<file path="config.mk">
export PLATFORM = sky130hd
export DESIGN_NAME = mf3_median
export DESIGN_NICKNAME = d
export VERILOG_FILES = /design/src/rtl/core/mf3_pkg.sv /design/src/rtl/core/mf3_median.sv
export SDC_FILE = /design/constraint.sdc
export NUM_CORES = 1
export LEC_CHECK = 0
export BUFFER_PORTS_ARGS = -buffer_cell sky130_fd_sc_hd__buf_2
export CAP_MARGIN = 20
export CORE_MARGIN = 1.5
export CORE_UTILIZATION = 42
export DETAILED_ROUTE_END_ITERATION = 16
export GPL_TIMING_DRIVEN = 0
export PLACE_DENSITY_LB_ADDON = 0.15
export REMOVE_ABC_BUFFERS = 1
export SYNTH_ARGS = -nofsm -noshare
export SYNTH_HDL_FRONTEND = slang
export SYNTH_SLANG_ARGS = --single-unit
</file>
<file path="constraint.sdc">
create_clock -name vclk -period 11.2
set_input_delay 0.56 -clock vclk [all_inputs]
set_output_delay 0.56 -clock vclk [all_outputs]
set_load 0.05 [all_outputs]
</file>
<file path="src/rtl/core/mf3_pkg.sv">
// Shared widths, register indexes and types of the 3x3 median filter.
package mf3_pkg;

	localparam int MAX_WIDTH    = 1024;
	localparam int ADDR_W       = $clog2(MAX_WIDTH);
	localparam int HEIGHT_LIMIT = 4096;
	localparam int PIX_W        = 8;
	localparam int COL_W        = 11;
	localparam int ROW_W        = 13;
	localparam int CFG_W        = 13;
	localparam int CFG_IDX_W    = 1;
	localparam int TAPS         = 9;
	localparam int RANK_W       = 4;
	localparam int MED_RANK     = 4;

	localparam logic [CFG_IDX_W-1:0] REG_FRAME_WIDTH  = 1'd0;
	localparam logic [CFG_IDX_W-1:0] REG_FRAME_HEIGHT = 1'd1;

	localparam logic [COL_W-1:0] WIDTH_RESET  = 11'd256;
	localparam logic [ROW_W-1:0] HEIGHT_RESET = 13'd256;

	typedef logic [TAPS-1:0][PIX_W-1:0] win_t;
	typedef logic [2*PIX_W-1:0]         line_pair_t;

	// Position info of the result that an item produces
	typedef struct packed {
		logic has_res;
		logic last;
		logic pad_top;
		logic pad_bot;
		logic pad_left;
		logic pad_right;
	} pos_t;

endpackage

</file>
<file path="src/rtl/core/mf3_median.sv">
// Zero-padded median of nine taps by parallel rank counting.
module mf3_median (
	input  mf3_pkg::win_t              taps,
	input  mf3_pkg::pos_t              pos,
	output logic [mf3_pkg::PIX_W-1:0]  median
);
	import mf3_pkg::*;

	win_t              t;
	logic [RANK_W-1:0] rank [TAPS];

	// Taps are row major: row 0 is two rows up, column 0 is leftmost
	always_comb begin
		for (int k = 0; k < TAPS; k++) begin
			if ((k / 3 == 0 && pos.pad_top) || (k / 3 == 2 && pos.pad_bot) ||
			    (k % 3 == 0 && pos.pad_left) || (k % 3 == 2 && pos.pad_right))
				t[k] = '0;
			else
				t[k] = taps[k];
		end
	end

	// Ties break by tap index so that exactly one tap holds the middle rank
	always_comb begin
		for (int i = 0; i < TAPS; i++) begin
			rank[i] = '0;
			for (int j = 0; j < TAPS; j++) begin
				if (j < i)
					rank[i] = rank[i] + RANK_W'(t[j] <= t[i]);
				else if (j > i)
					rank[i] = rank[i] + RANK_W'(t[j] < t[i]);
			end
		end
	end

	always_comb begin
		median = '0;
		for (int i = 0; i < TAPS; i++) begin
			if (rank[i] == RANK_W'(MED_RANK))
				median = t[i];
		end
	end

endmodule

</file>
==> results_dict.tcl <==
set metrics [dict create \
    die-area_um2 22000 \
    slowest_delay_ns 0.86 \
    drtPass1Iterations 6 \
    wl_per_cell_um 23.2 \
    ys_types 59 \
    drcViolationCount 0 \
    hpwl_um 27200 \
    min_path_type "in -> out" \
    netlist_area_um2 8860 \
    final_antenna_net_count 0 \
    grt_pass1_wl_um 50700 \
    startpoint "pos[0]" \
    leakage_nw 5.21 \
    num_vias 9008 \
    avgSynthCellArea_um2 7.92 \
    syn_inst 1118 \
    hold_viol 0 \
    start_util_pct 43.2 \
    synth_top_area_share_pct 42.2 \
    post-route-period-util_pct 74.0 \
    ys.warnings.count 0 \
    n_fill_cell 2114 \
    diodes 0 \
    p_per_area_nw_per_um2 167 \
    setup_viol 0 \
    outcome "complete, no violations" \
    first_iter_violations 722 \
    ctsHoldBuffers 0 \
    min_period_ns 8.29 \
    crit_fanout 17 \
    syn_to_final_growth_pct 8.19 \
    final_area_um2 9590 \
    core_um2 20500 \
    crit_type "in -> out" \
    pre_cts_ws_ns 3.03 \
    ys_seq_area_share_pct 0 \
    viasPerCell 6.15 \
    pin_count 86 \
    irDropWorstVdd_mv 0.403 \
    rsz0062_at_grt "false" \
    crit_slowest_cell "o21ai_1" \
    die_x_um 148 \
    worst_setup_path_end_kind "output pin" \
    crit_arrival_ns 7.73 \
    nClkBuffers 0 \
    setup_ws_ns 2.91 \
    synth_top_cell_by_area "ha_1" \
    gp_congestion 0.955 \
    antenna_found_initial 0 \
    final_cell_mix "299 x ha_1, 117 x inv_1, 93 x o21ai_0" \
    grt_overflow 0 \
    critical_path.startpoint_type "input pin" \
    rows 52 \
    synthTopCellsByArea "ha_1 42%, fa_1 8.1%, o21ai_0 5.3%" \
    cp_common_cell "fa_1" \
    drt-total-wl_um 33900 \
    seq_cells 0 \
    slew_viol_final 0 \
    grt_pass1_vias 8603 \
    placed_cell_area_um2 9580 \
    multi_input_area_um2 8370 \
    post_cts_resize_count 0 \
    seqCellArea_um2 0 \
    finalPower_mw 1.60 \
    nets 1609 \
    drive_gt1_share_pct 8.46 \
    required_ns 10.64 \
    maxCapViolations 0 \
    port-buffer-count 84 \
    grt_max_degree 18 \
    max_freq_ghz 0.121 \
    postCtsSetupRepairBufs 0 \
    relSlewSlack_pct 25.2 \
    fin_tns_setup_ns 0 \
    fin_util_pct 46.8 \
    track_usage_pct 30.8 \
    final_common_cell "ha_1" \
    die_y_um 148 \
    tightest_slew_ns 1.12 \
    critPathCapture "median[0]" \
]
cells in the mapped netlist (4+ instances only):
master / instances
a221oi_1: 5
fa_1: 36
xnor2_1: 8
o221ai_1: 17
nand4_1: 17
o22ai_1: 15
buf_2: 6
a21o_1: 45
o31a_1: 10
a31oi_1: 7
a22oi_1: 4
o21ai_1: 4
ha_1: 299
nor2_1: 33
inv_1: 117
nand2_1: 61
nor3_1: 5
nor2b_1: 35
and3_1: 19
o21ai_0: 93
a21oi_1: 83
nand3_1: 47
nand2b_1: 58
o21a_1: 37
layer usage:
layer	part of all wire [%]	wire length (µm)	track usage, %	vias up
li1	-	-	-	4319
met1	43	14500	42.5	4175
met2	43	14500	48.8	425
met3	9.6	3260	4.05	89
met4	4.9	1650	11.9	0
met5	0	0	0	-
cell families (layout without fill, tap and decap cells):
kind of cell	after synthesis	after routing	share of synthesized area (%)
compound gates	351	351	25.2
xor+xnor	8	8	0.791
buf+inv	127	203	5.59
fa+ha+maj	338	338	50.7
simple gates	294	294	17.7
layout make-up:
type | count | share of cell area (%)
multi-input combinational | 991 | 87.3
timing repair buffer | 86 | 4.58
tap | 270 | 3.52
inverter | 117 | 4.58
metrics by stage:
| stage | hold WS (ns) | cells |
|---|---|---|
| detailed placement | 1.97 | 1463 |
| global placement | 1.98 | 1462 |
| CTS | 1.97 | 1463 |
| global route | 2.01 | 1464 |
| floorplan | 1.64 | 1108 |
| finish | 2.00 | 1464 |
worst max-delay path, delay by kind of cell:
kind	cells	cell delay, ns
compound gates	7	2.46
fa+ha+maj	6	2.32
simple gates	7	1.40
buf+inv	5	0.95
worst min path at each step:
stage,start,end,slack (ns),depth (start not counted)
floorplan,taps[35],median[3],1.64,3
global placement,taps[35],median[3],1.98,5
detailed placement,taps[39],median[7],1.97,5
CTS,taps[39],median[7],1.97,5
global route,taps[39],median[7],2.01,5
finish,taps[39],median[7],2.00,5
power breakdown:
| group | internal, mW | switching (mW) | leakage [nW] | total, mW |
|---|---|---|---|---|
| Clock | 0 | 0 | 0 | 0 |
| Combinational | 0.542 | 1.06 | 5.21 | 1.60 |
| Sequential | 0 | 0 | 0 | 0 |
| Total | 0.542 | 1.06 | 5.21 | 1.60 |
Note: power is estimated with default switching activity, not from simulation.
