File: src/rtl/core/mf3_pkg.sv
// Shared widths, register indexes and types of the 3x3 median filter.
package mf3_pkg;

	localparam int MAX_WIDTH    = 1024;
	localparam int ADDR_W       = $clog2(MAX_WIDTH);
	localparam int HEIGHT_LIMIT = 4096;
	localparam int PIX_W        = 8;
	localparam int COL_W        = 11;
	localparam int ROW_W        = 13;
	localparam int CFG_W        = 13;
	localparam int CFG_IDX_W    = 1;
	localparam int TAPS         = 9;
	localparam int RANK_W       = 4;
	localparam int MED_RANK     = 4;

	localparam logic [CFG_IDX_W-1:0] REG_FRAME_WIDTH  = 1'd0;
	localparam logic [CFG_IDX_W-1:0] REG_FRAME_HEIGHT = 1'd1;

	localparam logic [COL_W-1:0] WIDTH_RESET  = 11'd256;
	localparam logic [ROW_W-1:0] HEIGHT_RESET = 13'd256;

	typedef logic [TAPS-1:0][PIX_W-1:0] win_t;
	typedef logic [2*PIX_W-1:0]         line_pair_t;

	// Position info of the result that an item produces
	typedef struct packed {
		logic has_res;
		logic last;
		logic pad_top;
		logic pad_bot;
		logic pad_left;
		logic pad_right;
	} pos_t;

endpackage

File: src/rtl/core/mf3_ctrl.sv
// Frame registers, column/row counters and edge padding decisions.
module mf3_ctrl (
	input  logic                          clk,
	input  logic                          arst_n,
	input  logic                          cfg_wr_en,
	input  logic [mf3_pkg::CFG_IDX_W-1:0] cfg_index,
	input  logic [mf3_pkg::CFG_W-1:0]     cfg_wdata,
	input  logic                          accept,
	input  logic                          opcode,
	input  logic [mf3_pkg::PIX_W-1:0]     pixel_in,
	output logic [mf3_pkg::ADDR_W-1:0]    addr,
	output logic [mf3_pkg::PIX_W-1:0]     pix,
	output mf3_pkg::pos_t                 pos
);
	import mf3_pkg::*;

	logic [COL_W-1:0] width_q;
	logic [ROW_W-1:0] height_q;
	logic [COL_W-1:0] col_q;
	logic [ROW_W-1:0] row_q;

	logic [COL_W-1:0] w_eff;
	logic [ROW_W-1:0] h_eff;
	logic [COL_W-1:0] xc;
	logic [COL_W-1:0] x_next;
	logic [ROW_W:0]   row_ext;
	logic [ROW_W:0]   h_ext;
	logic             x_nz;

	always_comb begin
		w_eff = width_q;
		if (width_q == '0)
			w_eff = COL_W'(1);
		else if (width_q > COL_W'(MAX_WIDTH))
			w_eff = COL_W'(MAX_WIDTH);
		h_eff = height_q;
		if (height_q == '0)
			h_eff = ROW_W'(1);
		else if (height_q > ROW_W'(HEIGHT_LIMIT))
			h_eff = ROW_W'(HEIGHT_LIMIT);
	end

	assign xc      = (col_q >= w_eff) ? '0 : col_q;
	assign x_nz    = (xc != '0);
	assign row_ext = (ROW_W+1)'(row_q);
	assign h_ext   = (ROW_W+1)'(h_eff);
	assign x_next  = xc + COL_W'(1);
	assign addr    = xc[ADDR_W-1:0];

	// Rows past the frame and flush beats feed zeros
	assign pix = (opcode || row_q >= h_eff) ? '0 : pixel_in;

	// Result is for the pixel one row and one column back
	always_comb begin
		pos.has_res   = (row_q >= ROW_W'(2)) || (row_q == ROW_W'(1) && x_nz);
		pos.last      = (row_ext == h_ext + (ROW_W+1)'(1)) && !x_nz;
		pos.pad_top   = x_nz ? (row_q == ROW_W'(1)) : (row_q == ROW_W'(2));
		pos.pad_bot   = x_nz ? (row_q >= h_eff) : (row_ext >= h_ext + (ROW_W+1)'(1));
		pos.pad_left  = x_nz ? (xc == COL_W'(1)) : (w_eff == COL_W'(1));
		pos.pad_right = !x_nz;
	end

	always_ff @(posedge clk or negedge arst_n) begin
		if (!arst_n) begin
			width_q  <= WIDTH_RESET;
			height_q <= HEIGHT_RESET;
			col_q    <= '0;
			row_q    <= '0;
		end else if (cfg_wr_en) begin
			case (cfg_index)
				REG_FRAME_WIDTH:  width_q  <= cfg_wdata[COL_W-1:0];
				REG_FRAME_HEIGHT: height_q <= cfg_wdata[ROW_W-1:0];
				default: ;
			endcase
			col_q <= '0;
			row_q <= '0;
		end else if (accept) begin
			if (pos.has_res && pos.last) begin
				col_q <= '0;
				row_q <= '0;
			end else if (x_next >= w_eff) begin
				col_q <= '0;
				row_q <= row_q + ROW_W'(1);
			end else begin
				col_q <= x_next;
			end
		end
	end

	assert property (@(posedge clk) disable iff (!arst_n)
		accept && pos.last && !cfg_wr_en |=> col_q == '0 && row_q == '0)
		else $error("counters not cleared after frame end");

endmodule

File: config.mk
export PLATFORM = sky130hd
export DESIGN_NAME = mf3_ctrl
export DESIGN_NICKNAME = d
export VERILOG_FILES = /design/src/rtl/core/mf3_pkg.sv /design/src/rtl/core/mf3_ctrl.sv
export SDC_FILE = /design/constraint.sdc
export NUM_CORES = 1
export LEC_CHECK = 0
export BUFFER_PORTS_ARGS = -buffer_cell sky130_fd_sc_hd__buf_2
export CORE_MARGIN = 8
export CORE_UTILIZATION = 40
export CTS_CLUSTER_DIAMETER = 40
export DETAILED_ROUTE_END_ITERATION = 10
export GPL_TIMING_DRIVEN = 0
export HOLD_SLACK_MARGIN = 0.15
export MAX_ROUTING_LAYER = met4
export PLACE_DENSITY = 0.57
export REMOVE_ABC_BUFFERS = 1
export SLEW_MARGIN = 40
export SYNTH_ARGS = -nofsm -noshare
export SYNTH_HDL_FRONTEND = slang
export SYNTH_SLANG_ARGS = --single-unit
File: constraint.sdc
create_clock -name clk -period 13 [get_ports clk]
set_clock_uncertainty 0.15 [all_clocks]
set_input_delay 1.3 -clock clk [delete_from_list [all_inputs] [get_ports clk]]
set_output_delay 1.3 -clock clk [all_outputs]
set_load 0.05 [all_outputs]
==> flow_metrics.env, run 1 <==
export IMPL_clk_pin_slew_ns=0.11
export IMPL_ant_nets=0
export IMPL_clkPwrFrac=0.313
export IMPL_vdd_drop_max_mv=0.0535
export IMPL_switching_share=0.354
export IMPL_postCtsSetupRepairBufs=0
export IMPL_cp_depth=24
export IMPL_dominantRegCellSynth="dfrtp_1"
export IMPL_hold_viol_final=0
export IMPL_viasPerCell=5.64
export IMPL_cp_top_family="compound AO/OA/AOI/OAI gates"
export IMPL_timing_fmax_mhz=158
export IMPL_yosysWarnings=0
export IMPL_avgRoutedWirePerCell_um=17.1
export IMPL_start_kind="flop"
export IMPL_crit_type="flop to flop"
export IMPL_r2r_start="width_q[9]"
export IMPL_slew_headroom=0.491
export IMPL_cp_cell_sequence="nor4_1 -> nand3_1 -> a21oi_1 -> ha_1 -> and2b_2 -> o21ai_0 -> a21oi_1 -> and2_1 -> nand2_1 -> inv_1 -> ha_1 -> nand3_1 -> nor2_1 -> nand3_1 -> xor2_1 -> nor2_1 -> ha_1 -> a211oi_1 -> o21ai_0 -> a2111oi_2 -> or2_2 -> o41ai_1 -> a211o_1 -> o41ai_1"
export IMPL_io_pin_count=51
export IMPL_synth_edff_count=0
export IMPL_p_per_area_nw_per_um2=96.2
export IMPL_antenna_found_initial=0
export IMPL_worst_pin_slew_ns=0.763
export IMPL_cp_slowest_cell="a21oi_1"
export IMPL_cp_max_fo=16
export IMPL_synthSimpleGateAreaFrac=0.249
export IMPL_htreeDepth=2
export IMPL_gp_congestion=0.884
export IMPL_fin_area_um2=4640
export IMPL_cts_hold_buf=0
export IMPL_rrSetupSlack_ns=6.66
export IMPL_power_internal_mw=0.288
export IMPL_ys_ff_latch=48
export IMPL_rsz0062_at_grt="no"
export IMPL_fp_dieH_um=118
export IMPL_crit_path_end_kind="flop"
export IMPL_synth_area_um2=4130
export IMPL_cts_sinks=48
export IMPL_syn_avg_cell_area_um2=8.84
export IMPL_switchingPower_mw=0.158
export IMPL_synthXorXnorAreaFrac=0.0403
export IMPL_yosys_cell_types_count=63
export IMPL_reg2reg_depth=24
export IMPL_fp_dieW_um=118
export IMPL_die_area_um2=13800
export IMPL_setup_slack_ns=6.66
export IMPL_dpl_hpwl_um=8380
export IMPL_total_power_mw=0.446
export IMPL_drive_gt1_frac=0.201
export IMPL_track_usage=0.166
export IMPL_drt_iter0_markers=140
export IMPL_core_area_um2=10200
export IMPL_num_nets_final=592
export IMPL_required_ns=13.06
export IMPL_place_ws_ns=6.54
export IMPL_grt_pass1_wl_um=18900
export IMPL_clockRootBuffer="clkbuf_8"
export IMPL_drt_wl_total_um=11100
export IMPL_dpl_cell_area_um2=4490
export IMPL_p_leak_nw=2.16
export IMPL_numCtsBuffers=5
export IMPL_grt_pass1_vias=3711
export IMPL_port_buffers=50
export IMPL_power_frac_seq=0.395
export IMPL_r2r_end="row_q[12]"
export IMPL_period_share=0.488
export IMPL_slowest_delay_ns=0.63
export IMPL_outcome="complete, no violations"
export IMPL_min_period_ns=6.34
export IMPL_antennaDiodeCount=0
export IMPL_netlist_instances=467
export IMPL_synthAdderAreaFrac=0.164
export IMPL_cts_tree="done"
export IMPL_synthMuxAreaShare=0.0624
export IMPL_clock_latency_ns=0.32
export IMPL_async_flop_share=1.00
export IMPL_cp_data_arrival_time_ns=6.40
export IMPL_synth_top_area_share=0.279
export IMPL_endpoint="row_q[12]"
export IMPL_hold_depth=1
export IMPL_tns_ns=0
export IMPL_critPathLaunch="width_q[9]"
export IMPL_drc=0
export IMPL_ys_seq_area_frac=0.292
export IMPL_yosysTopAreaCell="dfrtp_1"
export IMPL_start_util=0.405
export IMPL_power_frac_comb=0.292
export IMPL_hold_ws_ns=0.406
export IMPL_synth_top_family_by_area="simple AND/OR/NAND/NOR gates"
export IMPL_grt_overflow_total=0
export IMPL_crit_buf_inv=1
export IMPL_setup_viol=0
export IMPL_ys_top_cells_by_area="dfrtp_1 (28%), ha_1 (16%), mux2_2 (6.0%), nand2_1 (4.8%), nor2_1 (3.7%)"
export IMPL_grt_max_degree=49
export IMPL_vias=3656
export IMPL_synth_compound_area_share=0.155
export IMPL_slew_viol_final=0
export IMPL_max_cap_viol_count=0
export IMPL_synthToLayoutAreaGrowth_pct=12.4
export IMPL_hp_class="flop to flop"
export IMPL_first_pass_iters=5
export IMPL_std_cell_rows=37
export IMPL_clock_path_buffers=2
export IMPL_cts_resized=0
[layer usage]
metal,track usage,share of wire
met5,-,0
met2,0.278,0.47
met3,0.0225,0.030
met4,0.0424,0.014
met1,0.208,0.49
[power groups by stage]
stage	registers, mW	clock network, mW	logic [mW]
after floorplan	0.174	0	0.0945
after global placement	0.179	0	0.126
after detailed placement	0.179	0	0.129
after CTS	0.176	0.141	0.130
after global routing	0.179	0.145	0.147
final	0.176	0.140	0.130
[final cells by class]
cell class | count | area [µm²]
fillers | 1009 | 5550
well taps | 136 | 170
clock buffers | 5 | 68.8
repair buffers | 50 | 253
inverters | 21 | 78.8
clock inverters | 3 | 68.8
flip-flops and latches | 48 | 1200
multi-input cells | 385 | 2800
[cells in the mapped netlist, types with 3 or more instances]
cell type,number
a211oi_1,4
a21oi_1,18
a31oi_1,5
a32oi_1,11
and2_1,9
and3_1,12
clkbuf_1,6
dfrtp_1,46
ha_1,54
inv_1,20
mux2_2,22
nand2_1,53
nand3_1,26
nand4_1,7
nor2_1,41
nor2b_1,12
nor3_1,10
nor4_1,7
o21a_1,6
o21ai_0,21
o31ai_1,5
o41ai_1,3
xnor2_1,10
xor2_1,9
[logic make-up (layout without fill, tap and decap cells)]
logic type / count (synthesis) / after routing
xor+xnor: 19 / 19
buf+inv: 34 / 79
flops: 48 / 48
fa+ha+maj: 54 / 54
compound gates: 91 / 91
simple gates: 198 / 198
mux: 23 / 23
[metrics by stage]
step / util / std cells
finish: 0.456 / 648
global route: 0.456 / 648
global placement: 0.439 / 640
floorplan: - / 454
CTS: 0.455 / 648
detailed placement: 0.441 / 640
[state kept, by name, summed over array words and instances, names as in the netlist]
name / cells
height_q: 13
col_q: 11
row_q: 13
width_q: 11
[worst reg2reg max path, cell delays in order (launching register included)]
cell,delay [ns]
dfrtp_1,0.43
nor4_1,0.29
nand3_1,0.15
a21oi_1,0.24
ha_1,0.26
and2b_2,0.20
o21ai_0,0.14
a21oi_1,0.63
and2_1,0.24
nand2_1,0.11
inv_1,0.13
ha_1,0.20
nand3_1,0.12
nor2_1,0.26
nand3_1,0.13
xor2_1,0.15
nor2_1,0.14
ha_1,0.27
a211oi_1,0.33
o21ai_0,0.19
a2111oi_2,0.50
or2_2,0.47
o41ai_1,0.15
a211o_1,0.30
o41ai_1,0.06
[worst min path at each step]
stage	startpoint	endpoint
final	width_q[7]	width_q[7]
after floorplan	height_q[9]	height_q[9]
after global placement	width_q[7]	width_q[7]
after detailed placement	width_q[7]	width_q[7]
after global routing	width_q[7]	width_q[7]
after CTS	width_q[7]	width_q[7]
[cell usage in the layout, fill, tap and decap left out, types with 3 or more instances in the layout]
master	synthesis	routed
ha_1	54	54
nand2_1	53	53
buf_2	2	49
dfrtp_1	46	46
nor2_1	41	41
nand3_1	26	26
mux2_2	22	22
o21ai_0	21	21
inv_1	20	20
a21oi_1	18	18
and3_1	12	12
a32oi_1	11	11
nor2b_1	12	11
xnor2_1	10	10
nor3_1	10	9
and2_1	9	9
xor2_1	9	9
nand4_1	7	7
nor4_1	7	7
o21a_1	6	6
a31oi_1	5	5
clkbuf_8	0	5
a211oi_1	4	4
o31ai_1	5	4
o41ai_1	3	3
No activity file was read; power rests on OpenSTA's default activity.
==> run 2: changes to the inputs <==
- ABC_AREA: default -> 1
- PLACE_DENSITY: 0.57 -> 0.56
- clock period: 13 -> 6.1 ns (I/O delays scaled with it)
==> run 2 against run 1 <==
Against the previous run:
- combinational power rose to 4.4 times the previous value
- synthesized cell count increased by 41%
- first-iteration DRC count rose by 62%
- clock-buffer cell count up 1
- clock power is 140% higher
- sequential power up 120%
- non-clock buffer count stayed put
- cell count rose by 30%
- highest routed layer unchanged
==> flow_metrics.env, run 2 <==
export IMPL_tns_ns=0
export IMPL_core_area_um2=10900
export IMPL_track_usage=0.172
export IMPL_switching_share=0.440
export IMPL_power_frac_seq=0.302
export IMPL_drt_iter0_markers=227
export IMPL_synth_top_family_by_area="simple AND/OR/NAND/NOR gates"
export IMPL_yosys_top_cells_count="nand2_1 (177), inv_1 (89), nor2_1 (69), ha_1 (54), nand3_1 (54)"
export IMPL_yosysWarnings=0
export IMPL_switchingPower_mw=0.571
export IMPL_rrSetupSlack_ns=0.90
export IMPL_setup_viol=0
export IMPL_endpoint="col_q[0]"
export IMPL_synth_area_um2=4510
export IMPL_grt_pass1_wl_um=20100
export IMPL_synth_compound_area_share=0.0846
export IMPL_required_ns=6.18
export IMPL_antenna_found_initial=0
export IMPL_slowest_delay_ns=0.57
export IMPL_drt_wl_total_um=12100
export IMPL_drive_gt1_frac=0.141
export IMPL_fp_dieH_um=122
export IMPL_syn_avg_cell_area_um2=6.85
export IMPL_r2r_end="col_q[0]"
export IMPL_clockRootBuffer="clkbuf_16"
export IMPL_dominantRegCellSynth="dfrtp_1"
export IMPL_crit_top_cell="nand2_1"
export IMPL_port_buffers=50
export IMPL_vias=4264
export IMPL_viasPerCell=5.06
export IMPL_ys_seq_area_frac=0.267
export IMPL_synthMuxAreaShare=0
export IMPL_max_cap_viol_count=0
export IMPL_start_kind="flop"
export IMPL_rsz0062_at_grt="no"
export IMPL_r2r_start="width_q[8]"
export IMPL_clock_latency_ns=0.29
export IMPL_synthAdderAreaFrac=0.150
export IMPL_met3_usage=0.0202
export IMPL_cts_resized=0
export IMPL_synthXorXnorAreaFrac=0.0388
export IMPL_first_pass_iters=5
export IMPL_cts_tree="done"
export IMPL_yosys_cell_types_count=40
export IMPL_grt_overflow_total=0
export IMPL_netlist_instances=659
export IMPL_ys_ff_latch=48
export IMPL_place_ws_ns=0.936
export IMPL_async_flop_share=1.00
export IMPL_cp_slowest_cell="dfstp_2"
export IMPL_postCtsSetupRepairBufs=0
export IMPL_synthSimpleGateAreaFrac=0.357
export IMPL_grt_max_degree=49
export IMPL_fin_area_um2=5030
export IMPL_grt_pass1_vias=4074
export IMPL_io_pin_count=51
export IMPL_grtUsageMet2=0.278
export IMPL_slew_headroom=0.537
export IMPL_timing_fmax_mhz=192
export IMPL_period_share=0.852
export IMPL_drc=0
export IMPL_busiest_layer="met2"
export IMPL_antennaDiodeCount=0
export IMPL_htreeDepth=2
export IMPL_num_nets_final=783
export IMPL_synthToLayoutAreaGrowth_pct=11.4
export IMPL_p_per_area_nw_per_um2=258
export IMPL_clkPwrFrac=0.258
export IMPL_die_area_um2=14900
export IMPL_cts_sinks=48
export IMPL_crit_path_end_kind="flop"
export IMPL_largestRegisters="height_q (13), row_q (13)"
export IMPL_layout_commonest_cell="nand2_1"
export IMPL_ant_nets=0
export IMPL_worst_pin_slew_ns=0.693
export IMPL_grt_use_met1=0.229
export IMPL_clk_pin_slew_ns=0.07
export IMPL_clock_path_buffers=2
export IMPL_final_cell_mix="nand2_1 (177), inv_1 (89), nor2_1 (68)"
export IMPL_cts_hold_buf=0
export IMPL_numCtsBuffers=5
export IMPL_dpl_cell_area_um2=4850
export IMPL_min_period_ns=5.20
export IMPL_critPathLaunch="width_q[8]"
export IMPL_synth_most_common_cell="nand2_1"
export IMPL_power_frac_comb=0.440
export IMPL_start_util=0.413
export IMPL_final_util=0.460
export IMPL_avgRoutedWirePerCell_um=14.3
export IMPL_p_leak_nw=2.80
export IMPL_setup_slack_ns=0.901
export IMPL_dpl_hpwl_um=9600
export IMPL_slew_viol_final=0
export IMPL_cp_max_fo=11
export IMPL_reg2reg_depth=29
export IMPL_hp_class="input port to asynchronous set/reset pin"
export IMPL_yosysTopAreaCell="dfrtp_1"
export IMPL_ys_top_cells_by_area="dfrtp_1 (26%), ha_1 (15%), nand2_1 (15%), inv_1 (7.4%), nand3_1 (6.0%)"
export IMPL_crit_type="flop to flop"
export IMPL_gp_congestion=0.880
export IMPL_synth_edff_count=0
export IMPL_fp_dieW_um=122
export IMPL_cp_data_arrival_time_ns=5.28
export IMPL_power_internal_mw=0.726
export IMPL_std_cell_rows=38
export IMPL_hold_viol_final=0
export IMPL_vdd_drop_max_mv=0.145
export IMPL_synth_top_area_share=0.255
export IMPL_outcome="complete, no violations"
[run 2: cell count changes in the layout (fill, tap and decap cells not counted), moves of 9 or more]
cell     before  now
a32oi_1      11    0
and2_1        9    0
and3_1       12    0
inv_1        20   89
mux2_2       22    0
nand2_1      53  177
nand3_1      26   54
nor2_1       41   68
nor2b_1      11    0
o21ai_0      21   33
[run 2: metrics by stage]
step,std cells,hold WS (ns),power [mW]
2_1_floorplan,645,0.164,0.816
3_3_place_gp,835,0.316,0.956
3_5_place_dp,835,0.326,0.970
4_1_cts,843,0.207,1.31
5_1_grt,843,0.239,1.39
6_report,843,0.181,1.30
[run 2: final cells by class]
| class | count | area [µm²] |
|---|---|---|
| Fill cell | 1165 | 5910 |
| Multi-Input combinational cell | 498 | 2850 |
| Sequential cell | 48 | 1200 |
| Inverter | 99 | 372 |
| Timing Repair Buffer | 50 | 253 |
| Tap cell | 140 | 175 |
| Clock buffer | 6 | 139 |
| Clock inverter | 2 | 38.8 |
[run 2: worst min path at each step]
stage | end | start | slack [ns]
finish | col_q[6] | arst_n | 0.18
global route | col_q[4] | arst_n | 0.24
CTS | col_q[4] | arst_n | 0.21
detailed placement | col_q[0] | col_q[0] | 0.33
global placement | col_q[0] | col_q[0] | 0.32
floorplan | col_q[0] | arst_n | 0.16
[run 2: layer usage]
layer	vias to the layer above	wire, µm
met5	-	0
met4	0	74
met3	4	368
met2	72	5620
met1	1979	6000
li1	2209	-
[run 2: critical path, delay by kind of cell, from the launching register on]
| kind | cells | cell delay [ns] |
|---|---|---|
| buffers and inverters | 5 | 0.58 |
| xor gates and xnor gates | 1 | 0.15 |
| adders and majority gates | 3 | 0.91 |
| AOI/OAI and AO/OA | 4 | 0.49 |
| and+or+nand+nor | 16 | 2.27 |
| DFF | 1 | 0.57 |
[run 2: power by group through the flow]
stage | sequential [mW] | combinational (mW) | clock, mW
6_report | 0.392 | 0.570 | 0.334
5_1_grt | 0.398 | 0.637 | 0.354
4_1_cts | 0.392 | 0.575 | 0.342
3_5_place_dp | 0.398 | 0.572 | 0
3_3_place_gp | 0.396 | 0.561 | 0
2_1_floorplan | 0.384 | 0.433 | 0
[run 2: logic make-up after synthesis]
group,after synthesis
buffers and inverters,113
AO/OA/AOI/OAI,67
XOR/XNOR,20
flip-flops,48
adder cells (fa/ha/maj),54
AND/OR/NAND/NOR,357
